==> src/rtl/cobs_enc_pkg.sv <==
package cobs_enc_pkg;

    localparam int MAX_INPUT_BYTES = 256;
    localparam int BR_W            = $clog2(MAX_INPUT_BYTES + 1);
    localparam int POS_W           = 9;
    localparam int BYTE_W          = 8;
    localparam int NUM_SLOTS       = 4;
    localparam int SLOT_W          = $clog2(NUM_SLOTS);

    localparam logic [BYTE_W-1:0] RUN_START = 8'h01;
    localparam logic [BYTE_W-1:0] RUN_CLOSE = 8'hFF;

    // result slots, in delivery order
    localparam logic [SLOT_W-1:0] SLOT_MAIN  = 2'd0;
    localparam logic [SLOT_W-1:0] SLOT_CLOSE = 2'd1;
    localparam logic [SLOT_W-1:0] SLOT_CODE  = 2'd2;
    localparam logic [SLOT_W-1:0] SLOT_FLAG  = 2'd3;

    // register word index
    localparam logic REG_FLAG_BYTE = 1'b0;

    typedef struct packed {
        logic [POS_W-1:0]  idx;
        logic [BYTE_W-1:0] val;
    } slot_t;

endpackage

==> src/rtl/cobs_style_byte_stuffing_encoder.sv <==
// Channel   Direction  tdata (low bit up)                                  tuser/tlast
// s_        in         data_byte[7:0]                                      tlast = last_byte
// m_        out        write_index[8:0], write_value[16:9], total_length    tlast = end_of_packet
//                      [25:17], zero fill to 32 bits
// apb       in/out     flag_byte at byte address 0
//
// One input byte is taken per cycle while s_tready is high; it yields zero to four writes,
// delivered one per cycle while m_tready is high from a four-slot result register. A byte with
// at most one write is followed by the next byte in the next cycle if m_tready is high;
// more writes hold s_tready low until one is left; the m_ side stalls the s_ side only
// through that register. Reset (aresetn low, synchronous) clears encoder state and flag_byte.
module cobs_style_byte_stuffing_encoder import cobs_enc_pkg::*; (
    input  logic        aclk,
    input  logic        aresetn,
    input  logic        s_tvalid,
    output logic        s_tready,
    input  logic [7:0]  s_tdata,   // data_byte[7:0]
    input  logic        s_tlast,
    output logic        m_tvalid,
    input  logic        m_tready,
    output logic [31:0] m_tdata,   // write_index[8:0], write_value[16:9], total_length[25:17]
    output logic        m_tlast,
    input  logic        psel,
    input  logic        penable,
    input  logic        pwrite,
    input  logic [2:0]  paddr,
    input  logic [31:0] pwdata,
    output logic [31:0] prdata,
    output logic        pready
);

    logic [BYTE_W-1:0]    flag_reg;
    logic [BR_W-1:0]      bytes_read_reg, bytes_read_next;
    logic [POS_W-1:0]     nwp_reg, nwp_next;
    logic [POS_W-1:0]     pcp_reg, pcp_next;
    logic [BYTE_W-1:0]    run_code_reg, run_code_next;
    logic [NUM_SLOTS-1:0] mask_reg, mask_next;
    slot_t                slot_reg [NUM_SLOTS];
    slot_t                slot_new [NUM_SLOTS];
    logic [NUM_SLOTS-1:0] mask_new;
    logic [POS_W-1:0]     len_reg, len_new;

    logic [BYTE_W-1:0]    data_byte;
    logic                 in_range, is_flag;
    logic [BYTE_W-1:0]    code_inc;
    logic [POS_W-1:0]     nwp_inc;
    logic [POS_W-1:0]     nwp_adv, pcp_adv;
    logic [BYTE_W-1:0]    rc_adv;
    logic                 s_accept, m_accept, mask_single;
    logic [NUM_SLOTS-1:0] mask_rem;
    logic [SLOT_W-1:0]    sel;
    logic                 cfg_write;

    assign data_byte = s_tdata[BYTE_W-1:0];
    assign in_range  = bytes_read_reg < BR_W'(MAX_INPUT_BYTES);
    assign is_flag   = data_byte == flag_reg;
    assign code_inc  = run_code_reg + RUN_START;
    assign nwp_inc   = nwp_reg + POS_W'(1);

    always_comb begin
        nwp_adv  = nwp_reg;
        pcp_adv  = pcp_reg;
        rc_adv   = run_code_reg;
        mask_new = '0;
        if (in_range) begin
            mask_new[SLOT_MAIN] = 1'b1;
            nwp_adv = nwp_inc;
            if (is_flag) begin
                rc_adv  = RUN_START;
                pcp_adv = nwp_reg;
            end else if (code_inc == flag_reg) begin
                rc_adv = code_inc + RUN_START;
            end else if (code_inc == RUN_CLOSE) begin
                mask_new[SLOT_CLOSE] = 1'b1;
                rc_adv  = RUN_START;
                pcp_adv = nwp_inc;
                nwp_adv = nwp_inc + POS_W'(1);
            end else begin
                rc_adv = code_inc;
            end
        end
        if (s_tlast) begin
            mask_new[SLOT_CODE] = 1'b1;
            mask_new[SLOT_FLAG] = 1'b1;
        end
        slot_new[SLOT_MAIN]  = is_flag ? slot_t'{idx: pcp_reg, val: run_code_reg}
                                       : slot_t'{idx: nwp_reg, val: data_byte};
        slot_new[SLOT_CLOSE] = '{idx: pcp_reg, val: RUN_CLOSE};
        slot_new[SLOT_CODE]  = '{idx: pcp_adv, val: rc_adv};
        slot_new[SLOT_FLAG]  = '{idx: nwp_adv, val: flag_reg};
        len_new = nwp_adv + POS_W'(1);
    end

    always_comb begin
        bytes_read_next = bytes_read_reg;
        nwp_next        = nwp_reg;
        pcp_next        = pcp_reg;
        run_code_next   = run_code_reg;
        if (s_accept) begin
            if (s_tlast) begin
                bytes_read_next = '0;
                nwp_next        = POS_W'(1);
                pcp_next        = '0;
                run_code_next   = RUN_START;
            end else begin
                if (in_range) begin
                    bytes_read_next = bytes_read_reg + BR_W'(1);
                end
                nwp_next      = nwp_adv;
                pcp_next      = pcp_adv;
                run_code_next = rc_adv;
            end
        end
    end

    // pick the lowest pending slot
    always_comb begin
        sel = SLOT_FLAG;
        for (int i = NUM_SLOTS - 1; i >= 0; i--) begin
            if (mask_reg[i]) begin
                sel = SLOT_W'(i);
            end
        end
    end

    assign mask_rem    = mask_reg & (mask_reg - NUM_SLOTS'(1));
    assign mask_single = mask_rem == '0;
    assign m_tvalid    = mask_reg != '0;
    assign m_accept    = m_tvalid && m_tready;
    assign s_tready    = mask_single && (!m_tvalid || m_tready);
    assign s_accept    = s_tvalid && s_tready;

    always_comb begin
        mask_next = mask_reg;
        if (s_accept) begin
            mask_next = mask_new;
        end else if (m_accept) begin
            mask_next = mask_rem;
        end
    end

    assign m_tlast = sel == SLOT_FLAG;
    assign m_tdata = {6'b0, (m_tlast ? len_reg : POS_W'(0)), slot_reg[sel].val,
                      slot_reg[sel].idx};

    assign pready    = 1'b1;
    assign cfg_write = psel && penable && pwrite && pready && (paddr[2] == REG_FLAG_BYTE);
    assign prdata    = (paddr[2] == REG_FLAG_BYTE) ? {24'b0, flag_reg} : 32'b0;

    always_ff @(posedge aclk) begin
        if (!aresetn) begin
            flag_reg       <= '0;
            bytes_read_reg <= '0;
            nwp_reg        <= POS_W'(1);
            pcp_reg        <= '0;
            run_code_reg   <= RUN_START;
            mask_reg       <= '0;
        end else begin
            if (cfg_write) begin
                flag_reg <= pwdata[BYTE_W-1:0];
            end
            bytes_read_reg <= bytes_read_next;
            nwp_reg        <= nwp_next;
            pcp_reg        <= pcp_next;
            run_code_reg   <= run_code_next;
            mask_reg       <= mask_next;
        end
    end

    always_ff @(posedge aclk) begin
        if (s_accept) begin
            for (int i = 0; i < NUM_SLOTS; i++) begin
                slot_reg[i] <= slot_new[i];
            end
            len_reg <= len_new;
        end
    end

endmodule

==> config.mk <==
export PLATFORM = sky130hd
export DESIGN_NAME = cobs_style_byte_stuffing_encoder
export DESIGN_NICKNAME = d
export VERILOG_FILES = /design/src/rtl/cobs_enc_pkg.sv /design/src/rtl/cobs_style_byte_stuffing_encoder.sv
export SDC_FILE = /design/constraint.sdc
export NUM_CORES = 1
export LEC_CHECK = 0
export BUFFER_PORTS_ARGS = -buffer_cell sky130_fd_sc_hd__buf_2
export CAP_MARGIN = 20
export CORE_UTILIZATION = 50
export DETAILED_ROUTE_END_ITERATION = 7
export PLACE_DENSITY = 0.72
export SLEW_MARGIN = 30
export SYNTH_ARGS = -nofsm -noshare
export SYNTH_HDL_FRONTEND = slang
export SYNTH_SLANG_ARGS = --single-unit
==> constraint.sdc <==
create_clock -name aclk -period 5.95 [get_ports aclk]
set_input_delay 1.785 -clock aclk [delete_from_list [all_inputs] [get_ports aclk]]
set_output_delay 1.785 -clock aclk [all_outputs]
set_load 0.01 [all_outputs]
==> metrics.cfg <==
[timing]
period_share_pct=77.8
finalClockSkew_ns=0.00847
finalWorstSetupSlack_ns=1.32
worst_pin_slew_ns=0.811
hold_viol_final=0
setup-tns-final_ns=0
slew_headroom_pct=45.5
timing.fmax_mhz=216
period_needed_ns=4.63
rsz0062_at_grt=no
setup_viol=0
drv_slew=0

[global_route]
grt_max_degree=43
grt_pass1_wl_microns=26800
grt_pass1_vias=5110
grt_util_all_layers_pct=24.4
grt_overflow=0
antenna_found_initial=0

[worst_setup_path]
rr_worst_depth=14
startpoint=m_tready
critical_path.max_stage_delay_ns=0.36
cp_cell_sequence=buf_2 -> inv_1 -> maj3_1 -> o22a_1 -> o32ai_1 -> buf_2
worst_path_max_delay_cell=maj3_1
reg2reg_to=len_reg[8]
critPathMaxFanout=5
cpMostUsedCell=buf_2
arrival_ns=2.85
cp_top_family=buffers and inverters
rrSetupSlack_ns=1.41
rr_startpoint=run_code_reg[0]
critPathKind=in2out
cp-start-kind=input pin
endpoint_kind=primary output
path_buf_inv=3
crit_required_ns=4.16

[cts]
clk_pin_slew_ns=0.05
h-tree-depth=4
clk_latency_ns=0.41
root_buffer=clkbuf_16
ctsHoldBuffers=0
clock_path_buffers=2
postCtsSetupBuffers=0
cts_resized=0
cts_tree=built
cts_inserted_buffers=17
clock-sinks=116

[run]
maxCapViolations=0

[logic_synthesis]
synth_cells=750
ys_ff_latch=116
synth_area_sq_um=6800
ys_async_sr_fraction_pct=0
post_synth_num_cell_types=77
synth_edf_count=69
yosysWarnings=0
synth-main-ff-cell=edfxtp_1
synth_area_per_cell_sq_um=9.06
ys_seq_area_share_pct=44.3

[floorplanning]
die-area_sq_um=14100
start_util_pct=51.3
fp.dieH_microns=119
io_pins=119
die_x_microns=119
rows=42
fp.coreArea_sq_um=13200

[routing]
ant_nets=0
routed_via_density=5.77
drtPass1Iterations=5
route.detailed.drc=0
drt-total-wl_microns=16700
routedWlPerCell_microns=17.2
vias=5607
drt_iter0_markers=504

[layout]
largest_reg_flops=60
layout-drive-gt1-share_pct=14.8
fin_util_pct=57.6
area_growth_pct=12.3
diodes=0
nets=842

[pwr]
seqPwrFrac_pct=42.6
internal_power_mw=1.65
clock_power_share_pct=46.3
leakage_nw=3.03
p_per_area_nw_per_um2=285
comb_power_share_pct=11.1
max-vdd-ir-drop_mv=0.171
swShare_pct=24.2
p_sw_mw=0.527

[outcome]
run_status=finished clean

[worst_hold_path]
holdPathStages=2
hold_end=nwp_reg[8]
hp-start=nwp_reg[8]
hold_path_class=reg2reg

[place]
place_ws_ns=0.968
dp_hpwl_microns=11400
port_buffers=61
place_congestion=0.945

## metal layers
metal / vias to the layer above / part of all wire, % / track usage (%)
met2: 241 / 45 / 37.2
li1: 2671 / - / -
met3: 33 / 7.6 / 5.45
met4: 0 / 1.7 / 7.59
met5: - / 0 / 0
met1: 2662 / 45 / 34.4
## placed cells by master (no fill, tap or decap), types with 15 or more instances in the layout
cell         n
xor2_1      21
a21boi_0    17
nand2_1    119
nor2b_1     31
buf_2       61
o21ai_0     40
edfxtp_1    69
clkbuf_16   17
dfxtp_1     46
conb_1      31
xnor2_1     20
and2_1      18
a21oi_1     31
nor2_1      49
nor3_1      15
nand3_1     17
## power groups by stage
stage          Clock [mW]  Combinational (mW)  Sequential [mW]
2_1_floorplan           0               0.184            0.933
3_3_place_gp            0               0.235            0.940
3_5_place_dp            0               0.240            0.942
4_1_cts              1.02               0.242            0.926
5_1_grt              1.05               0.268            0.931
6_report             1.01               0.242            0.926
## cells by family (layout without fill, tap and decap cells)
kind of cell	after synthesis	count (layout)	share of synthesized area, %
compound gates	169	169	16.8
xor+xnor	43	43	5.76
fa+ha+maj	7	7	1.25
buf+inv	99	116	7.60
flops	116	116	44.3
mux	13	13	1.91
other cells	2	31	0.110
simple gates	301	301	22.2
## synthesized netlist by cell type, types with 11 or more instances
master    instances  area share, %
a211oi_1         11            1.2
a21boi_0         17            1.9
a21oi_1          31            2.3
a22oi_1          13            1.4
and2_1           18            1.7
buf_4            32            3.5
clkbuf_1         39            2.2
dfxtp_1          47             14
edfxtp_1         69             30
inv_1            13           0.72
mux2i_1          13            1.9
nand2_1         119            6.6
nand3_1          17            1.3
nor2_1           49            2.7
nor2b_1          31            2.9
nor3_1           16            1.2
o21ai_0          40            2.9
xnor2_1          20            2.6
xor2_1           21            2.7
## area by class of cell
type	instances	area, sq um
multi-input combinational	564	3380
sequential	116	3010
inverter	15	56.3
fill	1149	5610
clock buffer	19	443
tap	176	220
timing repair buffer	71	380
clock inverter	11	138
## per-stage QoR
stage	instance area [sq um]	total power [mW]	cells	hold WS [ns]
finish	7630	2.18	972	0.482
global route	7630	2.25	972	0.500
CTS	7630	2.18	972	0.478
detailed placement	7050	1.18	942	0.470
global placement	7050	1.17	942	0.461
floorplan	6910	1.12	779	0.406
## how the worst max path moves through the flow
stage	end	cells past startpoint
2_1_floorplan	bytes_read_reg[7]	10
3_3_place_gp	len_reg[8]	14
3_5_place_dp	len_reg[8]	14
4_1_cts	s_tready	6
5_1_grt	len_reg[8]	14
6_report	s_tready	6
## tightest hold or removal path, delay by kind of cell (launching register included)
kind | cells | cell delay, ns
AO/OA/AOI/OAI | 1 | 0.06
flip-flops | 1 | 0.32
AND/OR/NAND/NOR | 1 | 0.05
Note: power is estimated with default switching activity, not from simulation.
